$ cat config.mk
export PLATFORM = sky130hd
export DESIGN_NAME = bmp24_crop_stream
export DESIGN_NICKNAME = d
export VERILOG_FILES = /design/src/hw/rtl/bcrop_pkg.sv /design/src/hw/rtl/bcrop_cfg.sv /design/src/hw/rtl/bcrop_front.sv /design/src/hw/rtl/bcrop_queue.sv /design/src/hw/rtl/bcrop_back.sv /design/src/hw/rtl/bmp24_crop_stream.sv
export SDC_FILE = /design/constraint.sdc
export NUM_CORES = 1
export LEC_CHECK = 0
export BUFFER_PORTS_ARGS = -buffer_cell sky130_fd_sc_hd__buf_4
export CAP_MARGIN = 25
export CORE_ASPECT_RATIO = 0.8
export CORE_MARGIN = 10
export CORE_UTILIZATION = 35
export CTS_CLUSTER_SIZE = 28
export DETAILED_ROUTE_END_ITERATION = 6
export GPL_TIMING_DRIVEN = 0
export PLACE_DENSITY = 0.48
export SLEW_MARGIN = 20
export SYNTH_ARGS = -nofsm -noshare
export SYNTH_HDL_FRONTEND = slang
export SYNTH_SLANG_ARGS = --single-unit
$ cat constraint.sdc
create_clock -name clk -period 7.6 [get_ports clk]
set_input_delay 0.76 -clock clk [delete_from_list [all_inputs] [get_ports clk]]
set_output_delay 0.76 -clock clk [all_outputs]
set_load 0.01 [all_outputs]
$ cat src/hw/rtl/bcrop_pkg.sv
// ----------------------------------------------------------------------------
// bcrop_pkg: shared types and constants of the 24-bit BMP crop stream
// Window limits, the decoded window geometry and the queued command format.
// ----------------------------------------------------------------------------
package bcrop_pkg;

    localparam int BMP_MAX_WIDTH  = 4096;
    localparam int BMP_MAX_HEIGHT = 4096;
    localparam int QUEUE_DEPTH    = 4;

    localparam int CFG_IDX_W  = 3;
    localparam int CFG_DATA_W = 13;

    // Register indexes of the configuration port.
    localparam logic [CFG_IDX_W-1:0] REG_SRC_WIDTH  = 3'd0;
    localparam logic [CFG_IDX_W-1:0] REG_SRC_HEIGHT = 3'd1;
    localparam logic [CFG_IDX_W-1:0] REG_CROP_X     = 3'd2;
    localparam logic [CFG_IDX_W-1:0] REG_CROP_Y     = 3'd3;
    localparam logic [CFG_IDX_W-1:0] REG_CROP_W     = 3'd4;
    localparam logic [CFG_IDX_W-1:0] REG_CROP_H     = 3'd5;

    // Window geometry derived from the configuration registers.
    typedef struct packed {
        logic        bad;        // a size is out of range or the window does not fit
        logic [15:0] row_bytes;  // stored source row size, padding included
        logic [15:0] x_lo;       // first kept byte of a row
        logic [15:0] x_hi;       // one past the last kept byte of a row
        logic [11:0] y_lo;       // first kept row
        logic [13:0] y_end;      // one past the last kept row
        logic [12:0] src_height;
        logic [1:0]  out_pad;    // padding bytes after each output row
    } geom_t;

    // One classified input byte, handed from the front to the back.
    typedef struct packed {
        logic       bad;
        logic [7:0] data;
        logic [1:0] pad_cnt;     // padding bytes to insert after this byte
        logic       row_last;
        logic       img_row;     // byte lies in the last kept row
    } cmd_t;

    // Result flags as they travel in m_tuser, is_pad in bit 0.
    typedef struct packed {
        logic window_bad;
        logic image_end;
        logic row_end;
        logic is_pad;
    } flags_t;

endpackage

$ cat src/hw/rtl/bcrop_cfg.sv
// ----------------------------------------------------------------------------
// bcrop_cfg: configuration registers and window decode
// Holds the six window registers and derives the byte-level geometry.
// ----------------------------------------------------------------------------
module bcrop_cfg (
    input  logic                              clk,
    input  logic                              rst_n,
    input  logic                              wr_en,
    input  logic [bcrop_pkg::CFG_IDX_W-1:0]   wr_index,
    input  logic [bcrop_pkg::CFG_DATA_W-1:0]  wr_data,
    output bcrop_pkg::geom_t                  geom
);
    import bcrop_pkg::*;

    logic [12:0] src_width_reg;
    logic [12:0] src_height_reg;
    logic [11:0] crop_x_reg;
    logic [11:0] crop_y_reg;
    logic [12:0] crop_w_reg;
    logic [12:0] crop_h_reg;

    always_ff @(posedge clk or negedge rst_n)
    begin
        if (!rst_n)
        begin
            src_width_reg  <= 13'd1;
            src_height_reg <= 13'd1;
            crop_x_reg     <= 12'd0;
            crop_y_reg     <= 12'd0;
            crop_w_reg     <= 13'd1;
            crop_h_reg     <= 13'd1;
        end
        else if (wr_en)
        begin
            case (wr_index)
                REG_SRC_WIDTH:  src_width_reg  <= wr_data;
                REG_SRC_HEIGHT: src_height_reg <= wr_data;
                REG_CROP_X:     crop_x_reg     <= wr_data[11:0];
                REG_CROP_Y:     crop_y_reg     <= wr_data[11:0];
                REG_CROP_W:     crop_w_reg     <= wr_data;
                REG_CROP_H:     crop_h_reg     <= wr_data;
                default:        ;
            endcase
        end
    end

    logic [13:0] x_end;
    logic [13:0] y_end;
    logic [15:0] src_bytes;
    logic [1:0]  crop_bytes;

    always_comb
    begin
        x_end      = 14'(crop_x_reg) + 14'(crop_w_reg);
        y_end      = 14'(crop_y_reg) + 14'(crop_h_reg);
        // Multiplication by three as shift and add.
        src_bytes  = {2'b00, src_width_reg, 1'b0} + 16'(src_width_reg);
        // Only the low two bits of the output row size matter for its padding.
        crop_bytes = {crop_w_reg[0], 1'b0} + crop_w_reg[1:0];

        geom.bad = (src_width_reg == 13'd0)
                || (32'(src_width_reg) > 32'(BMP_MAX_WIDTH))
                || (src_height_reg == 13'd0)
                || (32'(src_height_reg) > 32'(BMP_MAX_HEIGHT))
                || (crop_w_reg == 13'd0)
                || (32'(crop_w_reg) > 32'(BMP_MAX_WIDTH))
                || (crop_h_reg == 13'd0)
                || (32'(crop_h_reg) > 32'(BMP_MAX_HEIGHT))
                || (x_end > 14'(src_width_reg))
                || (y_end > 14'(src_height_reg));

        geom.row_bytes  = (src_bytes + 16'd3) & ~16'd3;
        geom.x_lo       = {3'b000, crop_x_reg, 1'b0} + 16'(crop_x_reg);
        geom.x_hi       = {1'b0, x_end, 1'b0} + 16'(x_end);
        geom.y_lo       = crop_y_reg;
        geom.y_end      = y_end;
        geom.src_height = src_height_reg;
        geom.out_pad    = 2'd0 - crop_bytes;
    end

endmodule

$ cat src/hw/rtl/bcrop_front.sv
// ----------------------------------------------------------------------------
// bcrop_front: position tracking and byte classification
// Counts byte and row position of each byte; queues kept ones, all if bad.
// ----------------------------------------------------------------------------
module bcrop_front (
    input  logic              clk,
    input  logic              rst_n,
    input  bcrop_pkg::geom_t  geom,
    input  logic              accept,
    input  logic [7:0]        in_byte,
    input  logic              first,
    output logic              push,
    output bcrop_pkg::cmd_t   cmd
);
    import bcrop_pkg::*;

    logic [13:0] row_byte_pos_reg;
    logic [13:0] row_byte_pos_next;
    logic [11:0] row_index_reg;
    logic [11:0] row_index_next;

    logic [13:0] p;
    logic [11:0] r;
    logic        in_win;
    logic        row_last;

    always_comb
    begin
        p = first ? 14'd0 : row_byte_pos_reg;
        r = first ? 12'd0 : row_index_reg;

        in_win = (r >= geom.y_lo) && (14'(r) < geom.y_end)
              && (16'(p) >= geom.x_lo) && (16'(p) < geom.x_hi);
        row_last = (16'(p) == geom.x_hi - 16'd1);

        cmd.bad      = geom.bad;
        cmd.data     = in_byte;
        cmd.row_last = row_last;
        cmd.img_row  = (14'(r) == geom.y_end - 14'd1);
        cmd.pad_cnt  = (row_last && !geom.bad) ? geom.out_pad : 2'd0;

        push = accept && (geom.bad || in_win);

        // An invalid window freezes the counters, apart from a restart.
        row_byte_pos_next = p;
        row_index_next    = r;
        if (!geom.bad)
        begin
            if (16'(p) + 16'd1 >= geom.row_bytes)
            begin
                row_byte_pos_next = 14'd0;
                if (13'(r) + 13'd1 >= geom.src_height)
                    row_index_next = 12'd0;
                else
                    row_index_next = r + 12'd1;
            end
            else
            begin
                row_byte_pos_next = p + 14'd1;
            end
        end
    end

    always_ff @(posedge clk or negedge rst_n)
    begin
        if (!rst_n)
        begin
            row_byte_pos_reg <= 14'd0;
            row_index_reg    <= 12'd0;
        end
        else if (accept)
        begin
            row_byte_pos_reg <= row_byte_pos_next;
            row_index_reg    <= row_index_next;
        end
    end

endmodule

$ cat src/hw/rtl/bcrop_queue.sv
// ----------------------------------------------------------------------------
// bcrop_queue: short command queue between front and back
// A small circular buffer with a fill count and a combinational head.
// ----------------------------------------------------------------------------
module bcrop_queue (
    input  logic              clk,
    input  logic              rst_n,
    input  logic              push,
    input  bcrop_pkg::cmd_t   push_data,
    input  logic              pop,
    output logic              full,
    output logic              empty,
    output bcrop_pkg::cmd_t   head
);
    import bcrop_pkg::*;

    localparam int PTR_W = (QUEUE_DEPTH > 1) ? $clog2(QUEUE_DEPTH) : 1;
    localparam int CNT_W = $clog2(QUEUE_DEPTH + 1);

    cmd_t             slot_reg [QUEUE_DEPTH];
    logic [PTR_W-1:0] wr_ptr_reg;
    logic [PTR_W-1:0] rd_ptr_reg;
    logic [CNT_W-1:0] count_reg;

    assign full  = (count_reg == CNT_W'(QUEUE_DEPTH));
    assign empty = (count_reg == '0);
    assign head  = slot_reg[rd_ptr_reg];

    always_ff @(posedge clk)
    begin
        if (push)
            slot_reg[wr_ptr_reg] <= push_data;
    end

    always_ff @(posedge clk or negedge rst_n)
    begin
        if (!rst_n)
        begin
            wr_ptr_reg <= '0;
            rd_ptr_reg <= '0;
            count_reg  <= '0;
        end
        else
        begin
            if (push)
                wr_ptr_reg <= (wr_ptr_reg == PTR_W'(QUEUE_DEPTH - 1)) ? '0
                                                                     : wr_ptr_reg + PTR_W'(1);
            if (pop)
                rd_ptr_reg <= (rd_ptr_reg == PTR_W'(QUEUE_DEPTH - 1)) ? '0
                                                                     : rd_ptr_reg + PTR_W'(1);
            if (push && !pop)
                count_reg <= count_reg + CNT_W'(1);
            else if (pop && !push)
                count_reg <= count_reg - CNT_W'(1);
        end
    end

endmodule

$ cat src/hw/rtl/bcrop_back.sv
// ----------------------------------------------------------------------------
// bcrop_back: result generation and output register
// Expands each queued command into one byte plus any row padding.
// ----------------------------------------------------------------------------
module bcrop_back (
    input  logic              clk,
    input  logic              rst_n,
    input  logic              empty,
    input  bcrop_pkg::cmd_t   head,
    output logic              pop,
    output logic              m_tvalid,
    input  logic              m_tready,
    output logic [7:0]        m_tdata,
    output logic              m_tlast,
    output logic [3:0]        m_tuser
);
    import bcrop_pkg::*;

    logic       valid_reg;
    logic       valid_next;
    logic [7:0] data_reg;
    logic [7:0] data_next;
    logic       last_reg;
    logic       last_next;
    flags_t     flags_reg;
    flags_t     flags_next;
    logic [1:0] pads_reg;
    logic [1:0] pads_next;

    logic out_free;
    logic fin;

    always_comb
    begin
        out_free   = !valid_reg || m_tready;
        fin        = (pads_reg == 2'd1);
        pop        = 1'b0;
        valid_next = valid_reg;
        data_next  = data_reg;
        last_next  = last_reg;
        flags_next = flags_reg;
        pads_next  = pads_reg;

        if (out_free)
        begin
            valid_next = !empty;
            if (!empty)
            begin
                flags_next = '0;
                if (pads_reg == 2'd0)
                begin
                    data_next = head.data;
                    if (head.bad)
                    begin
                        data_next             = 8'h00;
                        last_next             = 1'b1;
                        flags_next.window_bad = 1'b1;
                        pop                   = 1'b1;
                    end
                    else if (head.pad_cnt != 2'd0)
                    begin
                        last_next = 1'b0;
                        pads_next = head.pad_cnt;
                    end
                    else
                    begin
                        last_next            = 1'b1;
                        flags_next.row_end   = head.row_last;
                        flags_next.image_end = head.row_last && head.img_row;
                        pop                  = 1'b1;
                    end
                end
                else
                begin
                    data_next            = 8'h00;
                    last_next            = fin;
                    flags_next.is_pad    = 1'b1;
                    flags_next.row_end   = fin;
                    flags_next.image_end = fin && head.img_row;
                    pads_next            = pads_reg - 2'd1;
                    pop                  = fin;
                end
            end
        end
    end

    always_ff @(posedge clk or negedge rst_n)
    begin
        if (!rst_n)
        begin
            valid_reg <= 1'b0;
            pads_reg  <= 2'd0;
        end
        else
        begin
            valid_reg <= valid_next;
            pads_reg  <= pads_next;
        end
    end

    always_ff @(posedge clk)
    begin
        data_reg  <= data_next;
        last_reg  <= last_next;
        flags_reg <= flags_next;
    end

    assign m_tvalid = valid_reg;
    assign m_tdata  = data_reg;
    assign m_tlast  = last_reg;
    assign m_tuser  = flags_reg;

endmodule

$ cat src/hw/rtl/bmp24_crop_stream.sv
// ----------------------------------------------------------------------------
// bmp24_crop_stream: window crop of a 24-bit BMP pixel-data byte stream
// Keeps the bytes inside the configured window and pads output rows.
// ----------------------------------------------------------------------------
// Usage:
//   The slave channel takes the stored pixel-data bytes of the source image,
//   source row padding included, one byte per transfer; s_tuser marks the
//   first byte of an image and restarts the row and byte counters.
//   The master channel delivers the kept bytes. After the last kept byte of
//   each output row the block inserts zero bytes that round that row up to a
//   multiple of four; m_tlast closes the results caused by one input byte.
//   When a size is out of range or the window does not fit the source, every
//   input byte yields one result with the window_bad flag and no data.
//   The configuration channel writes the six window registers (index 0 to 5:
//   src_width, src_height, crop_x, crop_y, crop_w, crop_h); write it only
//   while no transfer is in flight.
// Timing:
//   An input transfer passes the command queue and then the output register.
//   The block takes one byte per cycle while the queue has room; a row-end
//   byte with padding yields two to four results, which the four-entry
//   command queue between the classifier and the result stage absorbs.
//   A stalled receiver holds the output register; input keeps flowing until
//   the queue fills, then s_tready drops.
//   Reset clears the counters and the queue and loads the register defaults.
// ----------------------------------------------------------------------------
module bmp24_crop_stream (
    input  logic                              clk,
    input  logic                              rst_n,
    // Input stream
    input  logic                              s_tvalid,
    output logic                              s_tready,
    input  logic [7:0]                        s_tdata,   // [7:0] in_byte
    input  logic                              s_tuser,   // [0] first
    // Output stream
    output logic                              m_tvalid,
    input  logic                              m_tready,
    output logic [7:0]                        m_tdata,   // [7:0] out_byte
    output logic                              m_tlast,   // run_last
    output logic [3:0]                        m_tuser,   // [0] is_pad, [1] row_end,
                                                         // [2] image_end, [3] window_bad
    // Configuration writes
    input  logic                              cfg_valid,
    output logic                              cfg_ready,
    input  logic [bcrop_pkg::CFG_IDX_W-1:0]   cfg_index,
    input  logic [bcrop_pkg::CFG_DATA_W-1:0]  cfg_data
);
    import bcrop_pkg::*;

    geom_t geom;
    cmd_t  front_cmd;
    cmd_t  head_cmd;
    logic  push;
    logic  pop;
    logic  q_full;
    logic  q_empty;
    logic  in_accept;

    // Registers are always writable; the channel never stalls.
    assign cfg_ready = 1'b1;

    // A byte is taken whenever the queue has room, even if it causes no result.
    assign s_tready  = !q_full;
    assign in_accept = s_tvalid && s_tready;

    bcrop_cfg u_cfg (
        .clk      (clk),
        .rst_n    (rst_n),
        .wr_en    (cfg_valid && cfg_ready),
        .wr_index (cfg_index),
        .wr_data  (cfg_data),
        .geom     (geom)
    );

    bcrop_front u_front (
        .clk     (clk),
        .rst_n   (rst_n),
        .geom    (geom),
        .accept  (in_accept),
        .in_byte (s_tdata),
        .first   (s_tuser),
        .push    (push),
        .cmd     (front_cmd)
    );

    bcrop_queue u_queue (
        .clk       (clk),
        .rst_n     (rst_n),
        .push      (push),
        .push_data (front_cmd),
        .pop       (pop),
        .full      (q_full),
        .empty     (q_empty),
        .head      (head_cmd)
    );

    bcrop_back u_back (
        .clk      (clk),
        .rst_n    (rst_n),
        .empty    (q_empty),
        .head     (head_cmd),
        .pop      (pop),
        .m_tvalid (m_tvalid),
        .m_tready (m_tready),
        .m_tdata  (m_tdata),
        .m_tlast  (m_tlast),
        .m_tuser  (m_tuser)
    );

endmodule
==> Word level (Yosys, flattened, before mapping) <==
Memories as Yosys holds them, arrays and structs flattened.
Index checks and enable logic that the tools add are counted.
{ "word_totals": {"ff_bits": 125, "mem_bits_rw": 52, "input_bits": 30, "out_inout_bits": 16, "mem_count": 1} }
{ "mem_list": {"columns": ["name", "depth", "width", "read_ports", "rd_ports_with_merged_regs", "wr", "line", "rtl"], "rows": [
  ["u_queue.slot_reg", 4, 13, 1, 0, 1, "bcrop_queue.sv:20", "cmd_t slot_reg [QUEUE_DEPTH];"]
]} }
{ "op_classes": {"add_sub_neg": 19, "magnitude_cmp": 12, "eq_ne": 13, "muxes": 27, "n_bitwise": 2, "reduce_logical": 45} }
{ "op_table": {"columns": ["op", "count"], "rows": [
  ["13-bit greater-than comparator, second input constant", 4],
  ["13-bit zero test", 4],
  ["12-bit two-way mux", 4],
  ["14-bit two-way mux", 3],
  ["12-bit by 13-bit adder with 14-bit output", 2],
  ["14-bit by 13-bit greater-than comparator with 1-bit output", 2],
  ["2-bit two-way mux", 9],
  ["15-bit by 14-bit adder with 16-bit output", 1],
  ["16-bit by 2-bit adder with 16-bit output, second input constant", 1],
  ["14-bit by 16-bit equality test with 1-bit output", 1],
  ["16-bit >= comparator", 1],
  ["14-bit by 16-bit < comparator with 1-bit output", 1],
  ["16-bit by 1-bit subtractor with 16-bit output, second input constant", 1],
  ["14-bit by 1-bit adder with 15-bit output, second input constant", 1],
  ["14-bit by 13-bit adder with 15-bit output", 1],
  ["13-bit by 12-bit adder with 14-bit output", 1],
  ["14-bit by 1-bit adder with 14-bit output, second input constant", 1],
  ["12-bit by 14-bit equality test with 1-bit output", 1],
  ["14-bit >= comparator", 1],
  ["12-bit by 14-bit < comparator with 1-bit output", 1],
  ["2-bit AND reduction", 7],
  ["14-bit by 1-bit subtractor with 14-bit output, second input constant", 1],
  ["12-bit by 1-bit adder with 13-bit output, second input constant", 1],
  ["13-bit >= comparator", 1],
  ["other kinds (25)", 67]
]} }

==> Longest topological paths before layout <==
{ "depth": {"ltp_word": 16, "depth_mapped": 29, "mapped_depth_nobuf": 29} }

==> By module <==
From an unflattened synthesis, not the netlist that was laid out.
{ "unflattened": {"hier_cells": 1482, "area_unflattened_um2": 14380.0} }
{ "by_module_without_submodules": {"columns": ["module", "n_inst", "cells_per_inst", "area_each_um2", "seq_area_each_um2"], "rows": [
  ["bcrop_cfg", 1, 674, 6492.5, 1906.8],
  ["bcrop_front", 1, 655, 4895.9, 650.6],
  ["bcrop_queue", 1, 105, 2322.2, 1736.7],
  ["bcrop_back", 1, 44, 648.1, 465.4],
  ["bmp24_crop_stream", 1, 4, 21.3, 0.0]
]} }

==> Worst setup path after synthesis <==
OpenSTA, ideal clock, no wires.
{ "synth_path": {"path_type": "flip-flop to flip-flop", "from": "register u_cfg.crop_x_reg[2]", "to": "register u_queue.count_reg[1]", "arrival_ns": 6.089, "t_required_ns": 7.475, "setup_slack_ns": 1.386, "stages_incl_launch_ff": 27, "path_buffers": 1, "period_less_slack_ns": 6.214, "cell_sequence": "dfrtp_1 > ha_1 > o211ai_1 > o21ai_1 > and4b_1 > or3_1 > buf_6 > ha_1 > or2_2 > o32a_1 > xor2_1 > inv_2 > ha_1 > o211ai_1 > a211o_1 > o211ai_1 > or4b_1 > nand3_1 > o31ai_2 > a311oi_2 > a211oi_2 > a221oi_4 > inv_1 > ha_1 > inv_1 > fa_1 > mux2_2"} }
{ "synth_between": {"elab_chain_cells": 9, "word_cells_on_any_way": 17, "classes_between": "add/sub (3); order compare (3); mux (1); reduce/logical (10)"} }
{ "synth_lines": {"columns": ["element", "line", "rtl"], "rows": [
  ["from (decl)", "bcrop_cfg.sv:17", "logic [11:0] crop_x_reg;"],
  ["from (signal assigned)", "bcrop_cfg.sv:38", "REG_CROP_X: crop_x_reg <= wr_data[11:0];"],
  ["12-bit by 13-bit adder with 14-bit output or 13-bit by 12-bit adder with 14-bit output (tied branches)", "bcrop_cfg.sv:54, bcrop_cfg.sv:73", null],
  ["15-bit by 14-bit adder with 16-bit output, or another cell as far along", "bcrop_cfg.sv:74", "geom.x_hi = {1'b0, x_end, 1'b0} + 16'(x_end);"],
  ["14-bit by 16-bit < comparator with 1-bit output, or another cell as far along", "bcrop_front.sv:33", "&& (16'(p) >= geom.x_lo) && (16'(p) < geom.x_hi);"],
  ["1-bit logical AND or 1-bit logical OR (tied branches)", "bcrop_front.sv:33, bcrop_cfg.sv:70", null],
  ["1-bit logical OR (*)", "bcrop_front.sv:42", "push = accept && (geom.bad || in_win);"],
  ["1-bit logical AND (*)", "bcrop_front.sv:42", null],
  ["named net push", "bmp24_crop_stream.sv:52", "logic push;"],
  ["1-bit zero test", "bcrop_queue.sv:53", "else if (pop && !push)"],
  ["1-bit logical AND", "bcrop_queue.sv:53", null],
  ["2-bit nonzero test (no source line)", null, null],
  ["to (signal assigned)", "bcrop_queue.sv:52", "count_reg <= count_reg + CNT_W'(1);"],
  ["to (signal assigned)", "bcrop_queue.sv:54", "count_reg <= count_reg - CNT_W'(1);"],
  ["to (decl)", "bcrop_queue.sv:23", "logic [CNT_W-1:0] count_reg;"]
]} }
The timed path passes the listed nets; every way through them passes the cells marked *.
A chain may end at the register's enable or synchronous reset.

==> Final worst setup path <==
Ends and elaborated chain as after synthesis.

==> results.md <==
- Core area: about 40000 um2
- Clock period minus worst slack: 7.05 ns
- Crit Path Max Fanout: 7
- Die Ht: 200 um
- Relative slew margins: approximately 34%
- Clock sinks: approximately 180
- Most common cell in the synthesized netlist: ha_1
- Cts repair resizes: 0
- R2r startpoint: u_cfg.crop_x_reg[2]
- Port buffer count: between 40 and 50
- CTS clk-pin slew, worst paths: ~0.08 ns
- Postcts setup bufs: 0
- RePlAce Congestion: between 0.8 and 0.9
- Setup violations, final: 0
- Outcome: finished clean
- Number of synthesized flops with an enable pin: 65
- Routed vias: approximately 11000
- CTS tree: built
- R2R cell count: 26
- Synth Area per Inst: 9.81 um2
- Worst slew pin tran: roughly 1 ns
- CP arrival: between 7 and 8 ns
- Area grow syn2layout: 11.7%
- Post-DP Area: 15200 um2
- Max-slew violation count: 0
- Synth cell count leaders: ha_1, dfrtp_1, inv_1
- Hold slack: roughly 0.20 ns
- H-tree levels: 4
- Tcrit/Tclk final: around 93%
- Vias in the first global route: 10500
- Seq cells post-synth: ~180
- Ys flop type: dfrtp_1
- Worst path most repeated cell: ha_1
- Via-to-Cell Ratio: ~5.2
- Mapped cell area: around 14000 um2
- Synth top area share: 19.1%
- Highest Clock Rate: around 140 MHz
- Setup Crit Path Kind: register to register
- Worst vdd ir: 0.176 mV
- Post-Place Cells: ~2000
- RSZ-0062 raised after global routing: false
- Number of diodes: 0
- Post-route setup TNS: 0 ns
- GRT overflow: 0
- Initial Util: roughly 36%
- CTS Buf Count: 17
- Wire length of the first global-routing pass: between 60000 and 70000 um
- Reg-to-reg slack, setup: around 0.55 ns
- Clock Path Buffers: 2
- Routed len/inst: between 15 and 20 um
- Die footprint: 49000 um2
- Sequential fraction of the synthesis area: between 30% and 40%
- IO Pins: 46
- Net Count, Synth: about 1700
- P_leak: between 6 and 7 nW
- Row Count: 65
- Yosys top cell by area: dfrtp_1
- Critical Path Sink Type: register
- Die width: 245 um
- Number of buffer and inverter stages on the critical path: 4
- Power density cells: ~400 nW/um2
- Skew final: approximately 0.012 ns
- Max-cap violations: 0
- Final nets: around 1700
- Crit path max-delay cell type: a221oi_4
- Share of layout cells above drive strength 1: 12.7%
- Largest net degree at the start of global routing: 63
- Min-delay worst type: primary input to asynchronous set/reset pin
- YS warnings: 0
- CTS root buffer: clkbuf_16
- Top delay family on crit path: compound AO/OA/AOI/OAI gates
- Distinct cell type count of the synthesized netlist: 91
- Post-Layout Cell Count: between 2000 and 2500
- Routed Wire Length: 38600 um
- Total GRT Usage: between 15 and 20%
- Initial antenna violation count: 0
- DR iter-0 viols: between 600 and 700
- Main area contributors after synthesis: dfrtp_1, ha_1, edfxtp_1
- Syn Inst Count: ~1400
- CTS hold repair buffers: 0
- Detail Route Antenna Nets: 0
- CP max stage delay: ~0.5 ns
- Crit start category: register
- CP required: 7.94 ns
- Skew-Pair Late Insertion Delay: between 0.4 and 0.5 ns
- Max reg flops: 52
- Worst reg2reg endpoint: u_queue.count_reg[1]
- Final hold vios: 0
- Post-DP HPWL: slightly above 30000 um
- Fin util: between 30% and 40%
- Async S/R FF share, synth: roughly 63%
- Fin area: about 16000 um2
- TritonRoute pass-1 iters: 5
- Drc violations: 0
## where the power goes
| part | internal, W | switching (W) |
|---|---|---|
| Combinational | 0.00173 | 0.00246 |
| Clock | 0.000447 | 0.000447 |
| Sequential | 0.00122 | 0.000153 |
| Total | 0.00340 | 0.00306 |
## cells by family after synthesis
kind of cell	after synthesis	synth area share [%]
other	1	0.0264
multiplexers	70	6.61
buffers and inverters	153	4.29
flip-flops	177	33.6
adder cells (fa/ha/maj)	188	16.9
AND/OR/NAND/NOR	386	14.4
XOR/XNOR	133	8.35
AO/OA/AOI/OAI	337	15.9
## layout make-up
type,count,area [um2]
Multi-Input combinational cell,1115,8830
Fill cell,3965,23900
Buffer,43,195
Tap cell,536,671
Inverter,110,413
Timing Repair Buffer,47,375
Clock buffer,17,425
Clock inverter,15,174
Sequential cell,177,4760
## per-layer routing
metal,GRT usage (%),routed length (um),vias up
li1,-,-,5379
met1,24.2,20600,5212
met2,23.6,16100,200
met3,2.72,1640,22
met4,3.42,348,0
met5,0,0,-
## cells in the final DEF (no fill, tap or decap), types with 6 or more instances in the layout
cell         n
nand4_1     12
nor2b_1     44
nand3b_1     6
nand2b_1    15
xnor2_1     85
nor3b_1      6
clkbuf_16   17
dfrtp_1    108
o21a_1      22
inv_8        8
nand2_1    105
ha_1       181
o21ai_0     75
xor2_1      47
mux4_2      13
and3_1      17
o211ai_1    22
buf_4       44
a21o_1      36
mux2_2      51
fa_1         6
inv_1      108
o2111ai_1    8
a21oi_1     83
nand3_1     31
a22o_1      11
nor4_1      15
nor3_1      17
and2_1       6
a211oi_1     9
nor2_1      68
o21bai_1    14
clkbuf_1    33
edfxtp_1    65
## worst max-delay path by stage
stage,start,end,slack [ns],cells past startpoint
floorplan,u_cfg.crop_x_reg[2],u_queue.count_reg[1],1.39,26
global placement,u_cfg.crop_x_reg[2],u_queue.slot_reg[1][10],0.60,22
detailed placement,u_cfg.crop_x_reg[0],u_queue.count_reg[1],0.55,25
CTS,u_cfg.crop_x_reg[0],u_queue.count_reg[1],0.51,25
global route,u_cfg.crop_x_reg[0],u_queue.count_reg[1],0.12,25
finish,u_cfg.crop_x_reg[2],u_queue.count_reg[1],0.55,26
## metrics by stage
step,total power [W],setup WS (ns)
global route,0.00712,0.120
detailed placement,0.00560,0.550
floorplan,0.00457,1.39
CTS,0.00652,0.506
global placement,0.00552,0.596
finish,0.00646,0.553
Note: power is estimated with default switching activity, not from simulation.
